--- src/rtl/mkt_pkg.sv ---
// Shared types and constants for the MAC keyed sighting table.
// Holds the table sizing, the entry record, the outcome codes and the
// command and status structs between the controller and the datapath.
package mkt_pkg;

  localparam int unsigned TABLE_DEPTH = 32;
  localparam int unsigned IDX_W       = (TABLE_DEPTH > 1) ? $clog2(TABLE_DEPTH) : 1;
  localparam int unsigned CNT_W       = $clog2(TABLE_DEPTH + 1);

  localparam int unsigned KEY_W    = 48;
  localparam int unsigned LEVEL_W  = 8;
  localparam int unsigned STAMP_W  = 32;
  localparam int unsigned COUNT_W  = 32;
  localparam int unsigned CLIENT_W = 8;
  localparam int unsigned SLOT_W   = 5;
  localparam int unsigned OCC_W    = 6;

  typedef logic [IDX_W-1:0] idx_t;
  typedef logic [CNT_W-1:0] cnt_t;

  typedef enum logic [1:0] {
    OUTCOME_UPDATED  = 2'd0,
    OUTCOME_INSERTED = 2'd1,
    OUTCOME_EVICTED  = 2'd2,
    OUTCOME_REJECTED = 2'd3
  } outcome_e;

  typedef struct packed {
    logic [KEY_W-1:0]    key;
    logic [LEVEL_W-1:0]  level;
    logic [STAMP_W-1:0]  stamp;
    logic [COUNT_W-1:0]  sightings;
    logic [CLIENT_W-1:0] clients;
  } entry_t;

  localparam int unsigned ENTRY_W = $bits(entry_t);

  typedef struct packed {
    logic start;
    logic rd_en;
    idx_t rd_addr;
    logic eval;
    idx_t eval_idx;
    logic commit;
  } mkt_cmd_t;

  typedef struct packed {
    logic hit;
  } mkt_sts_t;

endpackage

--- src/rtl/mkt_sighting_if.sv ---
// Input channel carrying one sighting item per handshake.
// Depends on mkt_pkg for field widths.
interface mkt_sighting_if import mkt_pkg::*; ();
  logic                       valid;
  logic                       ready;
  logic [KEY_W-1:0]           mac_key;
  logic signed [LEVEL_W-1:0]  signal_level;
  logic [STAMP_W-1:0]         seen_time;
  logic [COUNT_W-1:0]         initial_sightings;
  logic [CLIENT_W-1:0]        clients_seen;

  modport source (output valid, mac_key, signal_level, seen_time, initial_sightings,
                  clients_seen, input ready);
  modport sink   (input valid, mac_key, signal_level, seen_time, initial_sightings,
                  clients_seen, output ready);
endinterface

--- src/rtl/mkt_result_if.sv ---
// Output channel carrying one result item per handshake.
// Depends on mkt_pkg for field widths and the outcome codes.
interface mkt_result_if import mkt_pkg::*; ();
  logic                       valid;
  logic                       ready;
  outcome_e                   outcome;
  logic [SLOT_W-1:0]          slot;
  logic [COUNT_W-1:0]         sightings_now;
  logic [CLIENT_W-1:0]        clients_now;
  logic [KEY_W-1:0]           evicted_key;
  logic signed [LEVEL_W-1:0]  evicted_level;
  logic [OCC_W-1:0]           occupancy;

  modport source (output valid, outcome, slot, sightings_now, clients_now, evicted_key,
                  evicted_level, occupancy, input ready);
  modport sink   (input valid, outcome, slot, sightings_now, clients_now, evicted_key,
                  evicted_level, occupancy, output ready);
endinterface

--- src/rtl/mac_keyed_table_weakest_evict.sv ---
// Top level of the MAC keyed sighting table with weakest-entry replacement.
// Depends on mkt_pkg, mkt_sighting_if, mkt_result_if, mkt_ctrl and mkt_dp.
//
//   Channel    Dir  Handshake              Item
//   sight_i    in   sight_i.valid/ready    mac_key, signal_level, seen_time,
//                                          initial_sightings, clients_seen
//   result_o   out  result_o.valid/ready   outcome, slot, sightings_now, clients_now,
//                                          evicted_key, evicted_level, occupancy
//
// An item is accepted in the idle state and then walks the entry RAM one slot per
// cycle, one read each cycle through its single read port. A key hit ends the walk
// early; a miss or full-table eviction walks every slot. Reset clears the valid bits,
// the entry count and the scan flags; the entry RAM needs no clearing pass because
// the read data of a slot is used only once its valid bit is set.
// The result sits in its own register, so the next item is accepted while the previous
// result waits; only the commit step waits for that register to be taken.
module mac_keyed_table_weakest_evict import mkt_pkg::*; (
  input  logic          clk_i,
  input  logic          rst_ni,
  mkt_sighting_if.sink  sight_i,
  mkt_result_if.source  result_o
);

  mkt_cmd_t cmd;
  mkt_sts_t sts;

  // The controller owns the handshakes and the walk over the slots.
  mkt_ctrl u_ctrl (
    .clk_i       (clk_i),
    .rst_ni      (rst_ni),
    .in_valid_i  (sight_i.valid),
    .in_ready_o  (sight_i.ready),
    .out_ready_i (result_o.ready),
    .out_valid_o (result_o.valid),
    .sts_i       (sts),
    .cmd_o       (cmd)
  );

  // The datapath holds the table, the search state and the result register.
  mkt_dp u_dp (
    .clk_i               (clk_i),
    .rst_ni              (rst_ni),
    .cmd_i               (cmd),
    .sts_o               (sts),
    .mac_key_i           (sight_i.mac_key),
    .signal_level_i      (sight_i.signal_level),
    .seen_time_i         (sight_i.seen_time),
    .initial_sightings_i (sight_i.initial_sightings),
    .clients_seen_i      (sight_i.clients_seen),
    .outcome_o           (result_o.outcome),
    .slot_o              (result_o.slot),
    .sightings_now_o     (result_o.sightings_now),
    .clients_now_o       (result_o.clients_now),
    .evicted_key_o       (result_o.evicted_key),
    .evicted_level_o     (result_o.evicted_level),
    .occupancy_o         (result_o.occupancy)
  );

endmodule

--- src/rtl/mkt_ram.sv ---
// Generic single write port, single read port RAM with registered read data.
// Stand-alone; no package dependency.
module mkt_ram #(
  parameter  int unsigned WIDTH = 8,
  parameter  int unsigned DEPTH = 32,
  localparam int unsigned AW    = (DEPTH > 1) ? $clog2(DEPTH) : 1
) (
  input  logic             clk_i,
  input  logic             we_i,
  input  logic [AW-1:0]    waddr_i,
  input  logic [WIDTH-1:0] wdata_i,
  input  logic             re_i,
  input  logic [AW-1:0]    raddr_i,
  output logic [WIDTH-1:0] rdata_o
);

  logic [WIDTH-1:0] mem_q [DEPTH];
  logic [WIDTH-1:0] rdata_q;

  always_ff @(posedge clk_i) begin
    if (we_i) begin
      mem_q[waddr_i] <= wdata_i;
    end
    if (re_i) begin
      rdata_q <= mem_q[raddr_i];
    end
  end

  assign rdata_o = rdata_q;

endmodule

--- src/rtl/mkt_ctrl.sv ---
// Sequencer for the sighting table: accepts an item, walks the table addresses,
// then commits the result. Depends on mkt_pkg for the command and status structs.
module mkt_ctrl import mkt_pkg::*; (
  input  logic     clk_i,
  input  logic     rst_ni,
  input  logic     in_valid_i,
  output logic     in_ready_o,
  input  logic     out_ready_i,
  output logic     out_valid_o,
  input  mkt_sts_t sts_i,
  output mkt_cmd_t cmd_o
);

  typedef enum logic [2:0] {
    ST_IDLE   = 3'b001,
    ST_SCAN   = 3'b010,
    ST_COMMIT = 3'b100
  } state_e;

  state_e state_q, state_d;
  cnt_t   cnt_q, cnt_d;
  logic   ev_q, ev_d;
  idx_t   ev_idx_q, ev_idx_d;
  logic   out_valid_q, out_valid_d;

  always_comb begin
    state_d     = state_q;
    cnt_d       = cnt_q;
    out_valid_d = out_valid_q;
    cmd_o       = '0;

    if (out_valid_q && out_ready_i) begin
      out_valid_d = 1'b0;
    end

    case (state_q)
      ST_IDLE: begin
        if (in_valid_i) begin
          cmd_o.start = 1'b1;
          cnt_d       = '0;
          state_d     = ST_SCAN;
        end
      end
      ST_SCAN: begin
        cmd_o.rd_en    = (cnt_q < CNT_W'(TABLE_DEPTH));
        cmd_o.rd_addr  = cnt_q[IDX_W-1:0];
        cmd_o.eval     = ev_q;
        cmd_o.eval_idx = ev_idx_q;
        if (cmd_o.rd_en) begin
          cnt_d = cnt_q + 1'b1;
        end
        // A key hit ends the walk early; otherwise every slot is looked at.
        if ((ev_q && sts_i.hit) || !cmd_o.rd_en) begin
          state_d = ST_COMMIT;
        end
      end
      ST_COMMIT: begin
        if (!out_valid_q || out_ready_i) begin
          cmd_o.commit = 1'b1;
          out_valid_d  = 1'b1;
          state_d      = ST_IDLE;
        end
      end
      default: begin
        state_d = ST_IDLE;
      end
    endcase

    ev_d     = cmd_o.rd_en;
    ev_idx_d = cmd_o.rd_addr;
  end

  always_ff @(posedge clk_i or negedge rst_ni) begin
    if (!rst_ni) begin
      state_q     <= ST_IDLE;
      cnt_q       <= '0;
      ev_q        <= 1'b0;
      ev_idx_q    <= '0;
      out_valid_q <= 1'b0;
    end else begin
      state_q     <= state_d;
      cnt_q       <= cnt_d;
      ev_q        <= ev_d;
      ev_idx_q    <= ev_idx_d;
      out_valid_q <= out_valid_d;
    end
  end

  assign in_ready_o  = (state_q == ST_IDLE);
  assign out_valid_o = out_valid_q;

  a_scan_bounded: assert property (@(posedge clk_i) disable iff (!rst_ni)
    (state_q == ST_SCAN) |-> (cnt_q <= CNT_W'(TABLE_DEPTH)))
    else $error("scan counter ran past the table");

  a_result_from_commit: assert property (@(posedge clk_i) disable iff (!rst_ni)
    $rose(out_valid_q) |-> $past(state_q == ST_COMMIT))
    else $error("result raised outside the commit step");

endmodule

--- src/rtl/mkt_dp.sv ---
// Datapath of the sighting table: entry RAM, valid bits, age ranks, scan
// trackers and the result register. Depends on mkt_pkg and mkt_ram.
module mkt_dp import mkt_pkg::*; (
  input  logic                       clk_i,
  input  logic                       rst_ni,
  input  mkt_cmd_t                   cmd_i,
  output mkt_sts_t                   sts_o,
  input  logic [KEY_W-1:0]           mac_key_i,
  input  logic signed [LEVEL_W-1:0]  signal_level_i,
  input  logic [STAMP_W-1:0]         seen_time_i,
  input  logic [COUNT_W-1:0]         initial_sightings_i,
  input  logic [CLIENT_W-1:0]        clients_seen_i,
  output outcome_e                   outcome_o,
  output logic [SLOT_W-1:0]          slot_o,
  output logic [COUNT_W-1:0]         sightings_now_o,
  output logic [CLIENT_W-1:0]        clients_now_o,
  output logic [KEY_W-1:0]           evicted_key_o,
  output logic signed [LEVEL_W-1:0]  evicted_level_o,
  output logic [OCC_W-1:0]           occupancy_o
);

  // Latched item.
  logic [KEY_W-1:0]          in_key_q;
  logic signed [LEVEL_W-1:0] in_level_q;
  logic [STAMP_W-1:0]        in_stamp_q;
  logic [COUNT_W-1:0]        in_init_q;
  logic [CLIENT_W-1:0]       in_clients_q;

  // Table bookkeeping.
  logic [TABLE_DEPTH-1:0] valid_q;
  idx_t                   rank_q [TABLE_DEPTH];
  cnt_t                   total_q;

  // Scan trackers.
  logic                      hit_q, free_found_q, weak_found_q;
  idx_t                      hit_slot_q, free_slot_q, weak_slot_q, weak_rank_q;
  logic [COUNT_W-1:0]        hit_sight_q;
  logic [CLIENT_W-1:0]       hit_clients_q;
  logic [KEY_W-1:0]          weak_key_q;
  logic signed [LEVEL_W-1:0] weak_level_q;

  // Result register.
  outcome_e                  res_outcome_q;
  logic [SLOT_W-1:0]         res_slot_q;
  logic [COUNT_W-1:0]        res_sight_q;
  logic [CLIENT_W-1:0]       res_clients_q;
  logic [KEY_W-1:0]          res_ev_key_q;
  logic signed [LEVEL_W-1:0] res_ev_level_q;
  logic [OCC_W-1:0]          res_occ_q;

  logic [ENTRY_W-1:0]        rdata;
  entry_t                    rec;
  logic                      ev_valid;
  idx_t                      ev_rank;
  logic signed [LEVEL_W-1:0] ev_level;
  logic                      key_match, weaker;

  // Commit decision.
  outcome_e                  outcome;
  logic                      wr_en, do_insert, do_evict;
  idx_t                      wr_slot;
  logic [COUNT_W-1:0]        new_sight;
  logic [CLIENT_W-1:0]       new_clients;
  logic [KEY_W-1:0]          ev_key;
  logic signed [LEVEL_W-1:0] ev_lvl_out;
  cnt_t                      total_d;
  entry_t                    wr_rec;

  mkt_ram #(
    .WIDTH (ENTRY_W),
    .DEPTH (TABLE_DEPTH)
  ) u_entry_ram (
    .clk_i   (clk_i),
    .we_i    (cmd_i.commit && wr_en),
    .waddr_i (wr_slot),
    .wdata_i (wr_rec),
    .re_i    (cmd_i.rd_en),
    .raddr_i (cmd_i.rd_addr),
    .rdata_o (rdata)
  );

  assign rec       = entry_t'(rdata);
  assign ev_valid  = valid_q[cmd_i.eval_idx];
  assign ev_rank   = rank_q[cmd_i.eval_idx];
  assign ev_level  = $signed(rec.level);
  assign key_match = cmd_i.eval && ev_valid && (rec.key == in_key_q);
  assign sts_o.hit = key_match;

  // Lower level wins; on equal level the older insertion wins.
  assign weaker = !weak_found_q || (ev_level < weak_level_q) ||
                  ((ev_level == weak_level_q) && (ev_rank < weak_rank_q));

  always_comb begin
    outcome     = OUTCOME_REJECTED;
    wr_en       = 1'b0;
    do_insert   = 1'b0;
    do_evict    = 1'b0;
    wr_slot     = '0;
    new_sight   = '0;
    new_clients = '0;
    ev_key      = '0;
    ev_lvl_out  = '0;
    total_d     = total_q;
    if (hit_q) begin
      outcome     = OUTCOME_UPDATED;
      wr_en       = 1'b1;
      wr_slot     = hit_slot_q;
      new_sight   = hit_sight_q + 1'b1;
      new_clients = (in_clients_q != '0) ? in_clients_q : hit_clients_q;
    end else if (total_q < CNT_W'(TABLE_DEPTH)) begin
      outcome     = OUTCOME_INSERTED;
      wr_en       = 1'b1;
      do_insert   = 1'b1;
      wr_slot     = free_slot_q;
      new_sight   = in_init_q;
      new_clients = in_clients_q;
      total_d     = total_q + 1'b1;
    end else if (weak_found_q && (weak_level_q < in_level_q)) begin
      outcome     = OUTCOME_EVICTED;
      wr_en       = 1'b1;
      do_evict    = 1'b1;
      wr_slot     = weak_slot_q;
      new_sight   = in_init_q;
      new_clients = in_clients_q;
      ev_key      = weak_key_q;
      ev_lvl_out  = weak_level_q;
    end
    wr_rec.key       = in_key_q;
    wr_rec.level     = in_level_q;
    wr_rec.stamp     = in_stamp_q;
    wr_rec.sightings = new_sight;
    wr_rec.clients   = new_clients;
  end

  // Item latch and result register carry no reset.
  always_ff @(posedge clk_i) begin
    if (cmd_i.start) begin
      in_key_q     <= mac_key_i;
      in_level_q   <= signal_level_i;
      in_stamp_q   <= seen_time_i;
      in_init_q    <= initial_sightings_i;
      in_clients_q <= clients_seen_i;
    end
    if (key_match) begin
      hit_slot_q    <= cmd_i.eval_idx;
      hit_sight_q   <= rec.sightings;
      hit_clients_q <= rec.clients;
    end
    if (cmd_i.eval && !ev_valid && !free_found_q) begin
      free_slot_q <= cmd_i.eval_idx;
    end
    if (cmd_i.eval && ev_valid && weaker) begin
      weak_slot_q  <= cmd_i.eval_idx;
      weak_key_q   <= rec.key;
      weak_level_q <= ev_level;
      weak_rank_q  <= ev_rank;
    end
    if (cmd_i.commit) begin
      res_outcome_q  <= outcome;
      res_slot_q     <= (outcome == OUTCOME_REJECTED) ? '0 : SLOT_W'(wr_slot);
      res_sight_q    <= new_sight;
      res_clients_q  <= new_clients;
      res_ev_key_q   <= ev_key;
      res_ev_level_q <= ev_lvl_out;
      res_occ_q      <= OCC_W'(total_d);
    end
  end

  // Age ranks: the newcomer is always the youngest; on eviction everything
  // younger than the victim moves up one place.
  always_ff @(posedge clk_i) begin
    for (int i = 0; i < TABLE_DEPTH; i++) begin
      if (cmd_i.commit && do_insert && (free_slot_q == IDX_W'(i))) begin
        rank_q[i] <= total_q[IDX_W-1:0];
      end else if (cmd_i.commit && do_evict && (weak_slot_q == IDX_W'(i))) begin
        rank_q[i] <= IDX_W'(TABLE_DEPTH - 1);
      end else if (cmd_i.commit && do_evict && valid_q[i] && (rank_q[i] > weak_rank_q)) begin
        rank_q[i] <= rank_q[i] - 1'b1;
      end
    end
  end

  always_ff @(posedge clk_i or negedge rst_ni) begin
    if (!rst_ni) begin
      valid_q      <= '0;
      total_q      <= '0;
      hit_q        <= 1'b0;
      free_found_q <= 1'b0;
      weak_found_q <= 1'b0;
    end else begin
      if (cmd_i.start) begin
        hit_q        <= 1'b0;
        free_found_q <= 1'b0;
        weak_found_q <= 1'b0;
      end else begin
        if (key_match) begin
          hit_q <= 1'b1;
        end
        if (cmd_i.eval && !ev_valid) begin
          free_found_q <= 1'b1;
        end
        if (cmd_i.eval && ev_valid) begin
          weak_found_q <= 1'b1;
        end
      end
      if (cmd_i.commit) begin
        total_q <= total_d;
        if (do_insert) begin
          valid_q[free_slot_q] <= 1'b1;
        end
      end
    end
  end

  assign outcome_o       = res_outcome_q;
  assign slot_o          = res_slot_q;
  assign sightings_now_o = res_sight_q;
  assign clients_now_o   = res_clients_q;
  assign evicted_key_o   = res_ev_key_q;
  assign evicted_level_o = res_ev_level_q;
  assign occupancy_o     = res_occ_q;

  a_total_matches_valid: assert property (@(posedge clk_i) disable iff (!rst_ni)
    CNT_W'($countones(valid_q)) == total_q)
    else $error("entry count disagrees with valid bits");

  a_insert_has_free: assert property (@(posedge clk_i) disable iff (!rst_ni)
    (cmd_i.commit && !hit_q && (total_q < CNT_W'(TABLE_DEPTH))) |-> free_found_q)
    else $error("insert without a free slot found");

endmodule

--- src/flat_wrapper.sv ---
// flat-port wrapper written by rule: the top's interface ports become plain ports
module mac_keyed_table_weakest_evict_flat import mkt_pkg::*;
  (clk_i, rst_ni, sight_i_valid, sight_i_mac_key, sight_i_signal_level, sight_i_seen_time, sight_i_initial_sightings, sight_i_clients_seen, sight_i_ready, result_o_valid, result_o_outcome, result_o_slot, result_o_sightings_now, result_o_clients_now, result_o_evicted_key, result_o_evicted_level, result_o_occupancy, result_o_ready);
  mkt_sighting_if sight_i_i ();
  mkt_result_if result_o_i ();
  input  logic clk_i;
  input  logic rst_ni;
  input wire logic [$bits(sight_i_i.valid)-1:0] sight_i_valid;
  input wire logic [$bits(sight_i_i.mac_key)-1:0] sight_i_mac_key;
  input wire logic [$bits(sight_i_i.signal_level)-1:0] sight_i_signal_level;
  input wire logic [$bits(sight_i_i.seen_time)-1:0] sight_i_seen_time;
  input wire logic [$bits(sight_i_i.initial_sightings)-1:0] sight_i_initial_sightings;
  input wire logic [$bits(sight_i_i.clients_seen)-1:0] sight_i_clients_seen;
  output wire logic [$bits(sight_i_i.ready)-1:0] sight_i_ready;
  output wire logic [$bits(result_o_i.valid)-1:0] result_o_valid;
  output wire logic [$bits(result_o_i.outcome)-1:0] result_o_outcome;
  output wire logic [$bits(result_o_i.slot)-1:0] result_o_slot;
  output wire logic [$bits(result_o_i.sightings_now)-1:0] result_o_sightings_now;
  output wire logic [$bits(result_o_i.clients_now)-1:0] result_o_clients_now;
  output wire logic [$bits(result_o_i.evicted_key)-1:0] result_o_evicted_key;
  output wire logic [$bits(result_o_i.evicted_level)-1:0] result_o_evicted_level;
  output wire logic [$bits(result_o_i.occupancy)-1:0] result_o_occupancy;
  input wire logic [$bits(result_o_i.ready)-1:0] result_o_ready;
  assign sight_i_i.valid = sight_i_valid;
  assign sight_i_i.mac_key = sight_i_mac_key;
  assign sight_i_i.signal_level = sight_i_signal_level;
  assign sight_i_i.seen_time = sight_i_seen_time;
  assign sight_i_i.initial_sightings = sight_i_initial_sightings;
  assign sight_i_i.clients_seen = sight_i_clients_seen;
  assign sight_i_ready = sight_i_i.ready;
  assign result_o_valid = result_o_i.valid;
  assign result_o_outcome = result_o_i.outcome;
  assign result_o_slot = result_o_i.slot;
  assign result_o_sightings_now = result_o_i.sightings_now;
  assign result_o_clients_now = result_o_i.clients_now;
  assign result_o_evicted_key = result_o_i.evicted_key;
  assign result_o_evicted_level = result_o_i.evicted_level;
  assign result_o_occupancy = result_o_i.occupancy;
  assign result_o_i.ready = result_o_ready;
  mac_keyed_table_weakest_evict u_core (.clk_i(clk_i), .rst_ni(rst_ni), .sight_i(sight_i_i), .result_o(result_o_i));
endmodule
--- config.mk ---
export PLATFORM = sky130hd
export DESIGN_NAME = mac_keyed_table_weakest_evict_flat
export DESIGN_NICKNAME = d
export VERILOG_FILES = /design/src/rtl/mkt_pkg.sv /design/src/rtl/mkt_sighting_if.sv /design/src/rtl/mkt_result_if.sv /design/src/rtl/mac_keyed_table_weakest_evict.sv /design/src/rtl/mkt_ram.sv /design/src/rtl/mkt_ctrl.sv /design/src/rtl/mkt_dp.sv /design/src/flat_wrapper.sv
export SDC_FILE = /design/constraint.sdc
export NUM_CORES = 2
export LEC_CHECK = 0
export BUFFER_PORTS_ARGS = -buffer_cell sky130_fd_sc_hd__buf_2
export CORE_ASPECT_RATIO = 0.75
export CORE_MARGIN = 5
export CORE_UTILIZATION = 40
export CTS_CLUSTER_SIZE = 12
export DETAILED_ROUTE_END_ITERATION = 8
export SLEW_MARGIN = 10
export SYNTH_ARGS = -nofsm -noshare
export SYNTH_HDL_FRONTEND = slang
export SYNTH_MEMORY_MAX_BITS = 65536
export SYNTH_SLANG_ARGS = --single-unit
export TNS_END_PERCENT = 50
--- constraint.sdc ---
create_clock -name clk_i -period 18.73 [get_ports clk_i]
set_input_delay 0 -clock clk_i [delete_from_list [all_inputs] [get_ports clk_i]]
set_output_delay 0 -clock clk_i [all_outputs]
set_load 0.03 [all_outputs]
==> results summary <==
The die span in y is 544 um. The clock passes through at most 4 buffers. The detailed-router iteration count before antenna repair is 9. The sum of negative setup slack came out at 0 ns.

The count of cells resized by post-cts repair is 0. Yosys printed 0 warnings. Clock latency on the worst-skew pair, taken at its later pin, is 1.02 ns. The HPWL after detailed placement is 266000 um.

Summed over all instances, the cell type with the most area after synthesis is sky130_fd_sc_hd__edfxtp_1. The min-delay analysis places its worst path in the category input pin to flip-flop. The synthesis-stage register bit count came out at 3706.

The number of buffers inserted to repair setup after CTS is 0. The per-cell via count in the routed design is 6.11. Among all cell types in the netlist, the one instantiated most often is sky130_fd_sc_hd__edfxtp_1. The worst setup path is launched from a flip-flop. The number of buffers inserted during clock tree synthesis came out at 372. The cell count after synthesis came out at 10300. The first global-routing pass estimated 689000 um of wire. Ranked by total cell area, the synthesized netlist is headed by sky130_fd_sc_hd__edfxtp_1, sky130_fd_sc_hd__nand2_1, sky130_fd_sc_hd__mux4_2, sky130_fd_sc_hd__nand3_1, sky130_fd_sc_hd__o221ai_1.

The floorplan step defined a die boundary enclosing 392000 sq um. The post-synthesis sequential area ratio came out at 73.1%. Synthesis instantiated 88 different standard cells from the library.

Setup repair after global routing left no endpoint under its margin. The total via count in the routed design came out at 97200. Clock tree synthesis selected as its root buffer the cell sky130_fd_sc_hd__clkbuf_16. The number of antenna violations at the first check in global routing came out at 21. The required time of the critical path is 19.36 ns. The power per cell area came out at 109 nW/um^2. The worst slew margin relative to its limit is 3.81%. The setup check on the worst reg-to-reg path leaves a slack of 11.60 ns. The core outline area is 379000 sq um. Global routing consumed, over all layers together, 24.2% of the routing resources. The final max-slew violation count came out at 0.

The starting density of the core is 40.1%. After the first detailed-routing iteration, the DRC count stood at 13600. The total number of placement rows came out at 196.

After global routing the overflow that remains totals 0. The number of flops mapped to enable cells by yosys is 3649. The signed area change from the synthesized netlist to the final layout is 13.4%. Wires add up to 492000 um.

The number of failing hold endpoints at the final stage is 0. The async set or reset register ratio after synthesis came out at 1.54%. The worst setup path is of the flip-flop to flip-flop kind.

The share of post-route cells with drive strength above 1 came out at 11.8%. The congestion estimate from routability-driven global placement came to 0.887. In this run the cell area measured after placement is 159000 sq um.

The final number of setup-violating endpoints came out at 0. The time the final worst path needs with I/O delays and setup is 7.13 ns. Of the available clock period, the critical path in the final layout requires 38.1%.

After detailed routing, the average wire length per cell comes to 30.9 um. By count the netlist is led by sky130_fd_sc_hd__edfxtp_1, sky130_fd_sc_hd__nand2_1, sky130_fd_sc_hd__nand3_1, sky130_fd_sc_hd__a21oi_1, sky130_fd_sc_hd__clkbuf_1. The number of maximum-capacitance constraint violations came out at 0. The H-tree generated during clock tree synthesis spans 5 levels. After synthesis, the largest area contributor takes up 72.1% of total cell area. The remaining antenna violation count after routing came out at 0. The CTS tree is built. The I/O pin total is 243. The flow ran to the end, and the final reports show no timing, DRC or antenna violations. Counting every net in the synthesized netlist gives 10600. The post-route clock skew is 0.0668 ns. The width of the chip is 722 um. CTS saw 3706 sinks. The final hold slack is 0.0523 ns. The maximum fanout along the worst path is 38. The worst setup path is captured at a flip-flop. The pin count of the biggest net entering global routing came out at 179. The total number of nets in the final design is 11000. The number of port buffers came out at 210. The number of global-route vias before repair came out at 92700. The endpoint arrival time on the critical path is 7.75 ns.

The fmax came out at 0.140 GHz. The netlist area before placement came out at 152000 sq um. The share of the core filled with cells is 45.4%. The worst voltage drop across the vdd grid came out at 85.2 uV. A synthesized cell averages 14.8 sq um. After detailed routing, the number of remaining DRC violations is 0. The clock slew at the register clock pins of the worst setup and hold paths came out at 0.06 ns. Once layout is done, the placed cells without fillers occupy 172000 sq um. The transition time of the tightest slew-check pin is 1.43 ns. The most used flip-flop cell after synthesis is sky130_fd_sc_hd__edfxtp_1. The reported leakage power came out at 0.0563 uW.
cells by family after synthesis:
group	count (synthesis)	share of synthesized area, %
simple gates	2909	8.79
flops	3706	73.1
xor+xnor	185	1.07
mux	424	4.01
compound gates	2025	9.07
buf+inv	831	2.24
fa+ha+maj	214	1.76
cells in the final DEF, fill, tap and decap left out, drive strengths merged, types with 130 or more instances in the layout:
cell type and instances:
ha 214, clkbuf 466, inv 145, and3 130, mux2i 230, o221ai 310
nand3 619, o21ai 282, xor2 146, mux4 143, buf 485, a31oi 258
a211oi 285, a21oi 461, nor2 196, dlygate4sd3 198, edfxtp 3649, nand2 1479
power breakdown:
part / total [uW] / internal, uW / switching (uW)
clock network: 6890 / 3780 / 3110
registers: 9840 / 9640 / 200
logic: 2020 / 541 / 1480
metrics by stage:
stage                     instances  total power [uW]  worst slack [ns]
final                         15900             18700             11.60
after global routing          15900             19300             11.39
after CTS                     15900             18800             11.64
after detailed placement      15100             12000             11.69
after global placement        15100             11900             11.89
after floorplan               10300             11100              3.21
repair_timing:
item / in CTS / in global routing
setup endpoints to repair: 0 / 0
hold buffers: 198 / 0
endpoints found under the hold margin: 165 / 0
layout make-up:
| type | instances | area [sq um] |
|---|---|---|
| inverters | 143 | 594 |
| multi-input cells | 5757 | 38200 |
| clock buffers | 466 | 9790 |
| well taps | 5049 | 6320 |
| fillers | 32800 | 207000 |
| flip-flops and latches | 3706 | 111000 |
| clock inverters | 95 | 968 |
| diodes | 15 | 37.5 |
| repair buffers | 683 | 5340 |
critical path, stage by stage, from the launching register on:
cell	delay, ns
sky130_fd_sc_hd__edfxtp_1	0.98
sky130_fd_sc_hd__inv_1	0.41
sky130_fd_sc_hd__ha_1	0.44
sky130_fd_sc_hd__o2111a_1	0.21
sky130_fd_sc_hd__a221o_2	0.25
sky130_fd_sc_hd__nand2_4	0.15
sky130_fd_sc_hd__a31oi_4	0.63
sky130_fd_sc_hd__clkinv_1	0.81
sky130_fd_sc_hd__nor4_2	0.46
sky130_fd_sc_hd__buf_4	0.76
sky130_fd_sc_hd__buf_4	0.70
sky130_fd_sc_hd__buf_4	0.70
sequential cells by signal, summed over array words and instances, names as in the netlist, 32 cells and up:
register	cells
u_core.u_dp.u_entry_ram.mem_q	3072
u_core.u_dp.rank_q	160
u_core.u_dp.u_entry_ram.rdata_o	96
u_core.u_dp.evicted_key_o	48
u_core.u_dp.in_key_q	48
u_core.u_dp.weak_key_q	48
u_core.u_dp.hit_sight_q	32
u_core.u_dp.in_init_q	32
u_core.u_dp.sightings_now_o	32
u_core.u_dp.valid_q	32
routing by layer:
layer  up-vias  part of all wire (%)  GRT usage, %
li1      40800                     -             -
met5         -                0.0089             0
met2      5932                    45          37.1
met4         8                   3.7          8.17
met3       964                    11          4.91
met1     49500                    41          34.6
path summary, 6_finish.rpt:
check / startpoint / end / depth (start not counted)
max in group asynchronous: rst_ni / u_core.u_dp.valid_q[28] / 4
worst min register to register: u_core.u_dp.u_entry_ram.rdata_o[18] / u_core.u_dp.hit_sight_q[10] / 0
worst min-delay path: sight_i_signal_level[3] / u_core.u_dp.in_level_q[3] / 2
worst max-delay path: u_core.u_dp.in_level_q[5] / u_core.u_dp.u_entry_ram.mem_q[17][107] / 11
min in group asynchronous: rst_ni / u_core.u_dp.valid_q[26] / 4
worst max register to register: u_core.u_dp.in_level_q[5] / u_core.u_dp.u_entry_ram.mem_q[17][107] / 11
Power figures use the tool's default switching activity.
